==> config.mk <==
export PLATFORM = sky130hd
export DESIGN_NAME = sha256_message_digest
export DESIGN_NICKNAME = d
export VERILOG_FILES = /design/src/rtl/core/sha256_pkg.sv /design/src/rtl/core/sha256_core.sv /design/src/rtl/core/sha256_message_digest.sv
export VERILOG_INCLUDE_DIRS = /design/src /design/src/rtl/core
export SDC_FILE = /design/constraint.sdc
export NUM_CORES = 2
export LEC_CHECK = 0
export ABC_AREA = 1
export BUFFER_PORTS_ARGS = -buffer_cell sky130_fd_sc_hd__clkbuf_2
export CAP_MARGIN = 20
export CORE_ASPECT_RATIO = 1.5
export CORE_MARGIN = 10
export CORE_UTILIZATION = 35
export DETAILED_ROUTE_END_ITERATION = 10
export GPL_TIMING_DRIVEN = 0
export PLACE_DENSITY_LB_ADDON = 0.1
export SLEW_MARGIN = 10
export SYNTH_ARGS = -nofsm -noshare
export SYNTH_HDL_FRONTEND = slang
export SYNTH_SLANG_ARGS = --single-unit
==> constraint.sdc <==
create_clock -name clk -period 17.2 [get_ports clk]
set_input_delay 3.44 -clock clk [delete_from_list [all_inputs] [get_ports clk]]
set_output_delay 3.44 -clock clk [all_outputs]
set_load 0.02 [all_outputs]
==> src/rtl/core/sha256_message_digest_assert.svh <==
// ---------------------------------------------------------------------------
// SHA-256 message digest: assertion macros
// Shared property forms for the checks at the end of the top level.
// ---------------------------------------------------------------------------
`ifndef SHA256_MESSAGE_DIGEST_ASSERT_SVH
`define SHA256_MESSAGE_DIGEST_ASSERT_SVH

// same-cycle implication, clocked on clk, off during rst
`define SHA_ASSERT_NOW(label, ante, cons, msg) \
  label: assert property (@(posedge clk) disable iff (rst) (ante) |-> (cons)) \
    else $error(msg);

// next-cycle implication, clocked on clk, off during rst
`define SHA_ASSERT_NEXT(label, ante, cons, msg) \
  label: assert property (@(posedge clk) disable iff (rst) (ante) |=> (cons)) \
    else $error(msg);

`endif

==> src/rtl/core/sha256_pkg.sv <==
// ---------------------------------------------------------------------------
// SHA-256 package
// Beat types, hash and block types, round constants and initial hash.
// ---------------------------------------------------------------------------
package sha256_pkg;

  typedef struct packed {
    logic [7:0] data_byte;
    logic       has_byte;
    logic       last;
  } msg_t;

  typedef struct packed {
    logic [31:0] digest_word;
    logic [2:0]  word_index;
    logic        final_word;
  } dig_t;

  typedef logic [0:7][31:0]  hash_t;
  typedef logic [0:15][31:0] block_t;

  typedef struct packed {
    logic start;  // load block and chain value, run 64 rounds
    logic init;   // reload initial hash value
  } core_ctrl_t;

  localparam logic [7:0] PAD_BYTE = 8'h80;

  localparam hash_t START_HASH = '{
    32'h6a09e667, 32'hbb67ae85, 32'h3c6ef372, 32'ha54ff53a,
    32'h510e527f, 32'h9b05688c, 32'h1f83d9ab, 32'h5be0cd19};

  localparam logic [31:0] ROUND_K [64] = '{
    32'h428a2f98, 32'h71374491, 32'hb5c0fbcf, 32'he9b5dba5,
    32'h3956c25b, 32'h59f111f1, 32'h923f82a4, 32'hab1c5ed5,
    32'hd807aa98, 32'h12835b01, 32'h243185be, 32'h550c7dc3,
    32'h72be5d74, 32'h80deb1fe, 32'h9bdc06a7, 32'hc19bf174,
    32'he49b69c1, 32'hefbe4786, 32'h0fc19dc6, 32'h240ca1cc,
    32'h2de92c6f, 32'h4a7484aa, 32'h5cb0a9dc, 32'h76f988da,
    32'h983e5152, 32'ha831c66d, 32'hb00327c8, 32'hbf597fc7,
    32'hc6e00bf3, 32'hd5a79147, 32'h06ca6351, 32'h14292967,
    32'h27b70a85, 32'h2e1b2138, 32'h4d2c6dfc, 32'h53380d13,
    32'h650a7354, 32'h766a0abb, 32'h81c2c92e, 32'h92722c85,
    32'ha2bfe8a1, 32'ha81a664b, 32'hc24b8b70, 32'hc76c51a3,
    32'hd192e819, 32'hd6990624, 32'hf40e3585, 32'h106aa070,
    32'h19a4c116, 32'h1e376c08, 32'h2748774c, 32'h34b0bcb5,
    32'h391c0cb3, 32'h4ed8aa4a, 32'h5b9cca4f, 32'h682e6ff3,
    32'h748f82ee, 32'h78a5636f, 32'h84c87814, 32'h8cc70208,
    32'h90befffa, 32'ha4506ceb, 32'hbef9a3f7, 32'hc67178f2};

endpackage

==> src/rtl/core/sha256_core.sv <==
// ---------------------------------------------------------------------------
// SHA-256 compression core
// One round per cycle over a 16-word schedule window, then chain add.
// ---------------------------------------------------------------------------
module sha256_core (
  input  logic                   clk,
  input  logic                   rst,
  input  sha256_pkg::core_ctrl_t ctrl,
  input  sha256_pkg::block_t     blk,
  output sha256_pkg::hash_t      hash,
  output logic                   done
);

  function automatic logic [31:0] rotr(input logic [31:0] x, input int unsigned n);
    rotr = (x >> n) | (x << (32 - n));
  endfunction

  sha256_pkg::hash_t  v;
  sha256_pkg::block_t w;
  logic [5:0]         rnd;
  logic               busy;
  logic               fin;

  logic [31:0] t1, t2, big1, big0, pick, vote, sm0, sm1, w_new;

  always_comb begin
    big1  = rotr(v[4], 6) ^ rotr(v[4], 11) ^ rotr(v[4], 25);
    pick  = (v[4] & v[5]) ^ (~v[4] & v[6]);
    big0  = rotr(v[0], 2) ^ rotr(v[0], 13) ^ rotr(v[0], 22);
    vote  = (v[0] & v[1]) ^ (v[0] & v[2]) ^ (v[1] & v[2]);
    t1    = v[7] + big1 + pick + sha256_pkg::ROUND_K[rnd] + w[0];
    t2    = big0 + vote;
    sm0   = rotr(w[1], 7) ^ rotr(w[1], 18) ^ (w[1] >> 3);
    sm1   = rotr(w[14], 17) ^ rotr(w[14], 19) ^ (w[14] >> 10);
    w_new = w[0] + sm0 + w[9] + sm1;
  end

  // control and chain value
  always_ff @(posedge clk) begin
    if (rst) begin
      busy <= 1'b0;
      fin  <= 1'b0;
      done <= 1'b0;
      rnd  <= '0;
      hash <= sha256_pkg::START_HASH;
    end else begin
      done <= 1'b0;
      if (ctrl.init) begin
        hash <= sha256_pkg::START_HASH;
      end
      if (ctrl.start) begin
        busy <= 1'b1;
        rnd  <= '0;
      end else if (busy) begin
        rnd <= rnd + 6'd1;
        if (rnd == 6'd63) begin
          busy <= 1'b0;
          fin  <= 1'b1;
        end
      end else if (fin) begin
        for (int i = 0; i < 8; i++) begin
          hash[i] <= hash[i] + v[i];
        end
        fin  <= 1'b0;
        done <= 1'b1;
      end
    end
  end

  // working variables and schedule window
  always_ff @(posedge clk) begin
    if (ctrl.start) begin
      v <= hash;
      w <= blk;
    end else if (busy) begin
      v <= '{t1 + t2, v[0], v[1], v[2], v[3] + t1, v[4], v[5], v[6]};
      w <= {w[1:15], w_new};
    end
  end

endmodule

==> src/rtl/core/sha256_message_digest.sv <==
// ---------------------------------------------------------------------------
// SHA-256 message digest
// Byte-wide message in, eight 32-bit digest words out per message.
// ---------------------------------------------------------------------------
// Input: a data beat is taken while idle; every 64th byte stalls the input
//   through core load, 64 rounds in the shared round unit, chain add, handoff.
// Last beat: padding sweep to the end of each final block, one or two
//   final blocks, then 8 digest beats, one per cycle when not stalled.
// Input is stalled outside idle: no new byte is taken while a block hashes.
// Reset: sync active-high rst loads the initial hash and clears the count.
// ---------------------------------------------------------------------------
`include "sha256_message_digest_assert.svh"

module sha256_message_digest (
  input  logic              clk,
  input  logic              rst,
  // message beats
  input  logic              msg_valid,
  output logic              msg_stall,
  input  sha256_pkg::msg_t  msg,
  // digest beats
  output logic              dig_valid,
  input  logic              dig_stall,
  output sha256_pkg::dig_t  dig
);

  localparam logic [1:0] S_IDLE = 2'd0;  // taking message beats
  localparam logic [1:0] S_PAD  = 2'd1;  // writing pad / zero / length bytes
  localparam logic [1:0] S_HASH = 2'd2;  // core running a block
  localparam logic [1:0] S_OUT  = 2'd3;  // sending digest words

  logic [1:0]  state;
  logic [60:0] cnt;         // message bytes, wraps mod 2^61
  logic [5:0]  pad_pos;     // sweep position inside the block
  logic        pad_first;   // next pad write is the 0x80 marker
  logic        len_blk;     // block being padded/hashed carries the bit length
  logic        in_pad;      // padding has begun
  logic        pad_pend;    // last beat arrived with a full block
  logic        start;
  logic [2:0]  oidx;

  // block buffer, big-endian words, byte writes only
  sha256_pkg::block_t blk;

  logic        wr_en;
  logic [5:0]  wr_pos;
  logic [7:0]  wr_data;
  logic [63:0] bit_len;
  logic [7:0]  len_byte;
  logic [7:0]  pad_data;
  logic [5:0]  pos;
  logic [5:0]  pos_after;
  logic        msg_take;
  logic        dig_take;
  logic        core_done;

  sha256_pkg::hash_t      hash;
  sha256_pkg::core_ctrl_t core_ctrl;

  assign pos       = cnt[5:0];
  assign pos_after = pos + 6'd1;
  assign msg_take  = msg_valid && !msg_stall;
  assign dig_take  = dig_valid && !dig_stall;
  assign msg_stall = (state != S_IDLE);

  assign bit_len  = {cnt, 3'b000};
  assign len_byte = bit_len[{~pad_pos[2:0], 3'b000} +: 8];
  // length goes in bytes 56..63 of the length block only
  assign pad_data = pad_first ? sha256_pkg::PAD_BYTE :
                    (len_blk && pad_pos[5:3] == 3'b111) ? len_byte : 8'h00;

  always_comb begin
    wr_en   = 1'b0;
    wr_pos  = pos;
    wr_data = msg.data_byte;
    if (state == S_IDLE) begin
      wr_en = msg_take && msg.has_byte;
    end else if (state == S_PAD) begin
      wr_en   = 1'b1;
      wr_pos  = pad_pos;
      wr_data = pad_data;
    end
  end

  always_ff @(posedge clk) begin
    if (wr_en) begin
      blk[wr_pos[5:2]][{~wr_pos[1:0], 3'b000} +: 8] <= wr_data;
    end
  end

  assign core_ctrl.start = start;
  assign core_ctrl.init  = dig_take && (oidx == 3'd7);

  sha256_core u_core (
    .clk  (clk),
    .rst  (rst),
    .ctrl (core_ctrl),
    .blk  (blk),
    .hash (hash),
    .done (core_done)
  );

  // sequencer
  always_ff @(posedge clk) begin
    if (rst) begin
      state     <= S_IDLE;
      cnt       <= '0;
      pad_pos   <= '0;
      pad_first <= 1'b0;
      len_blk   <= 1'b0;
      in_pad    <= 1'b0;
      pad_pend  <= 1'b0;
      start     <= 1'b0;
      oidx      <= '0;
    end else begin
      start <= 1'b0;
      unique case (state)
        S_IDLE: begin
          if (msg_take) begin
            if (msg.has_byte) begin
              cnt <= cnt + 61'd1;
              if (pos == 6'd63) begin
                // full block: hash it, pad afterwards if this was last
                pad_pend <= msg.last;
                start    <= 1'b1;
                state    <= S_HASH;
              end else if (msg.last) begin
                pad_pos   <= pos_after;
                pad_first <= 1'b1;
                len_blk   <= (pos_after[5:3] != 3'b111);
                in_pad    <= 1'b1;
                state     <= S_PAD;
              end
            end else if (msg.last) begin
              pad_pos   <= pos;
              pad_first <= 1'b1;
              len_blk   <= (pos[5:3] != 3'b111);
              in_pad    <= 1'b1;
              state     <= S_PAD;
            end
          end
        end
        S_PAD: begin
          pad_first <= 1'b0;
          pad_pos   <= pad_pos + 6'd1;
          if (pad_pos == 6'd63) begin
            start <= 1'b1;
            state <= S_HASH;
          end
        end
        S_HASH: begin
          if (core_done) begin
            if (len_blk) begin
              oidx  <= '0;
              state <= S_OUT;
            end else if (pad_pend) begin
              // count sits on a block boundary here
              pad_pend  <= 1'b0;
              pad_pos   <= pos;
              pad_first <= 1'b1;
              len_blk   <= 1'b1;
              in_pad    <= 1'b1;
              state     <= S_PAD;
            end else if (in_pad) begin
              // marker went in the previous block; zeros then length
              pad_pos   <= '0;
              pad_first <= 1'b0;
              len_blk   <= 1'b1;
              state     <= S_PAD;
            end else begin
              state <= S_IDLE;
            end
          end
        end
        S_OUT: begin
          if (dig_take) begin
            oidx <= oidx + 3'd1;
            if (oidx == 3'd7) begin
              cnt     <= '0;
              len_blk <= 1'b0;
              in_pad  <= 1'b0;
              state   <= S_IDLE;
            end
          end
        end
        default: begin
          state <= S_IDLE;
        end
      endcase
    end
  end

  assign dig_valid       = (state == S_OUT);
  assign dig.digest_word = hash[oidx];
  assign dig.word_index  = oidx;
  assign dig.final_word  = (oidx == 3'd7);

  // checks
  `SHA_ASSERT_NOW(a_done_in_hash, core_done, state == S_HASH,
    "core finished outside the hash state")
  `SHA_ASSERT_NOW(a_marker_before_len, (state == S_PAD) && pad_first && len_blk,
    pad_pos[5:3] != 3'b111, "pad marker would overlap the length field")
  `SHA_ASSERT_NEXT(a_clear_after_digest, dig_take && dig.final_word,
    (cnt == 61'd0) && (state == S_IDLE), "byte count not cleared after digest")

endmodule
==> flow_summary.yaml <==
worst_hold_path:
  whs_path_depth: 2
  hold_path.class: "reg -> reg"
sta:
  slew-limit-headroom_pct: 10.5
  min_period_ps: 12300
  fin_crit_sh_pct: 71.5
  fmax_mhz: 81.3
  slew_violations: 0
  final_hold_viol_count: 0
  worst_pin_slew_ps: 1340
  setup_viol: 0
  setup-tns-final_ps: 0
  fin_skew_ps: 80.3
  rsz0062_at_grt: "false"
worst_setup_path:
  end_kind: "register"
  rrSetupSlack_ps: 4900
  worstRegToRegCells: 39
  required_ps: 17770
  crit_arrival_ps: 12870
  cp_slowest_cell: "a221oi_1"
  cpMostUsedCell: "inv_1"
  worstSetupStartpointType: "register"
  cp_max_fo: 10
  max_stage_delay_ps: 960
  critPathKind: "reg -> reg"
layout:
  fin_nets: 13100
  mostFrequentLayoutCell: "nand2_1"
  final_cell_mix: "nand2_1, inv_1, edfxtp_1"
  fill_cells: 29300
  area_delta_synth_final_pct: 13.0
  drive_gt1_share_pct: 5.57
  register_area_mm2: 0.0453
  stdcell_count: 16400
  multiInputGateArea_mm2: 0.0475
place:
  dp_hpwl_um: 485000
  port_buffers: 50
  place_inst: 16000
  finalWeightedCongestion: 1.09
synthesis:
  synth.distinct_cells: 75
  syn_avg_cell_area_um2: 8.18
  ys_top_cells_by_area: "edfxtp_1, nand2_1, dfxtp_1, ha_1, inv_1"
  synth_async_sr_flop_share_pct: 0
  yosysWarnings: 0
  synth_edf_count: 1280
  syn-num-nets: 12800
  yosysTopAreaCellShare_pct: 38.7
  synth_flop_cell: "edfxtp_1"
  yosysSeqAreaShare_pct: 45.6
  syn_area_mm2: 0.0993
  yosysTopAreaCell: "edfxtp_1"
  postSynthCellCount: 12100
  ys_ff_latch: 1622
routing:
  vias: 93200
  avgViaCountPerCell: 5.69
  drc: 0
  drtAntennaViolNets: 0
  initialDrtViolationCount: 9462
  drt-pass1-iter-count: 6
  routedWlPerCell_um: 36.3
  totalWireLength_um: 594000
global_route:
  grt_max_degree: 121
  grt_pass1_wl_um: 782000
  grt_usage_pct: 37.6
  grt.overflow.total: 0
  grt_antenna_before_repair: 50
  first_global_vias: 90000
cts:
  cts_setup_buffers: 0
  cts_buffers: 183
  cts_sinks: 1622
  cts-root-buf: "clkbuf_16"
  clkSlewWorstSetupHoldPaths_ps: 60
  hold_buffers: 0
  h-tree-depth: 4
  clk_latency_ps: 910
  cts-resized-gates: 0
  ctsLongestPathBuffers: 4
  cts_tree: "built"
status:
  status: "complete, no violations"
floorplan:
  core.rowCount: 239
  die-area_mm2: 0.306
  floorplan.initialDensity_pct: 35.1
  die-width_um: 455
  core_area_mm2: 0.283
  ios: 52
  fp.dieH_um: 672
job:
  drv_cap: 0
pwr:
  power_density_mw_per_mm2: 86.6
  ir_drop_mv: 0.124
  p_leak_nw: 45.8
-- registers in the layout, summed over array words and instances, names as in the netlist, 3 cells and up --
register and count:
u_core.rnd 6, u_core.hash 256, u_core.v 256, pad_pos 6, blk 512, oidx 3, cnt 61, u_core.w 512
-- cells in the mapped netlist (57+ instances only) --
| library cell | number |
|---|---|
| nand2_1 | 3605 |
| inv_1 | 1284 |
| edfxtp_1 | 1280 |
| nor2_1 | 980 |
| o21ai_0 | 925 |
| a21oi_1 | 726 |
| nand3_1 | 569 |
| ha_1 | 406 |
| clkbuf_1 | 342 |
| dfxtp_1 | 342 |
| xor2_1 | 199 |
| fa_1 | 195 |
| nor3_1 | 171 |
| xnor2_1 | 151 |
| nand4_1 | 126 |
| a31oi_1 | 73 |
| buf_2 | 72 |
| o21bai_1 | 63 |
| o22ai_1 | 57 |
-- cells by family after synthesis --
family,share of synthesized area [%]
buf+inv,6.75
flops,45.6
fa+ha+maj,9.24
xor+xnor,3.09
simple gates,23.1
compound gates,12.2
-- routing by layer --
metal	GRT usage, %	up-vias	wire length, µm
li1	-	41200	-
met1	37.9	45400	196000
met2	64.9	4708	290000
met3	6.21	1843	36100
met4	37.0	8	72200
met5	0	-	78
-- where the power goes --
group          internal, mW  leakage (nW)  switching, mW
Clock                  2.23          2.84           1.80
Combinational         0.268          28.8           1.05
Sequential             4.36          14.1         0.0250
-- worst max-delay path: cells and delay by family (launching register included) --
family          cells  cell delay (ps)
buf+inv            10             2390
simple gates       17             2910
compound gates      4             1800
xor+xnor            1              860
flops               1              680
fa+ha+maj           7             3330
-- through the flow --
| step | area [µm²] | total power, mW | utilization, % | hold WS, ps | worst slack [ps] |
|---|---|---|---|---|---|
| 4_1_cts | 112000 | 9.72 | 39.7 | 470 | 5460 |
| 5_1_grt | 112000 | 9.88 | 39.7 | 498 | 4980 |
| 6_report | 112000 | 9.72 | 39.7 | 477 | 4900 |
| 3_3_place_gp | 104000 | 5.63 | 36.9 | 455 | -866 |
| 2_1_floorplan | 99300 | 4.96 | - | 434 | 6970 |
| 3_5_place_dp | 106000 | 5.76 | 37.6 | 462 | 5500 |
-- worst paths after layout --
check / start / to
worst max-delay path: u_core.rnd[0]$_SDFFE_PP0P_ / u_core.v[255]$_DFFE_PP_
worst min-delay path: in_pad$_SDFFE_PP0P_ / in_pad$_SDFFE_PP0P_
worst max register to register: u_core.rnd[0]$_SDFFE_PP0P_ / u_core.v[255]$_DFFE_PP_
worst min register to register: in_pad$_SDFFE_PP0P_ / in_pad$_SDFFE_PP0P_
-- area by class of cell --
cell class                      count  share of cell area (%)
Clock buffer                      221                    4.30
Multi-Input combinational cell   8762                    42.4
Buffer                            446                    1.68
Sequential cell                  1622                    40.4
Inverter                         1308                    4.39
Timing Repair Buffer              148                    1.80
Antenna cell                       35                  0.0781
Tap cell                         3735                    4.17
Clock inverter                    103                   0.877
(Power assumes the default switching activity.)
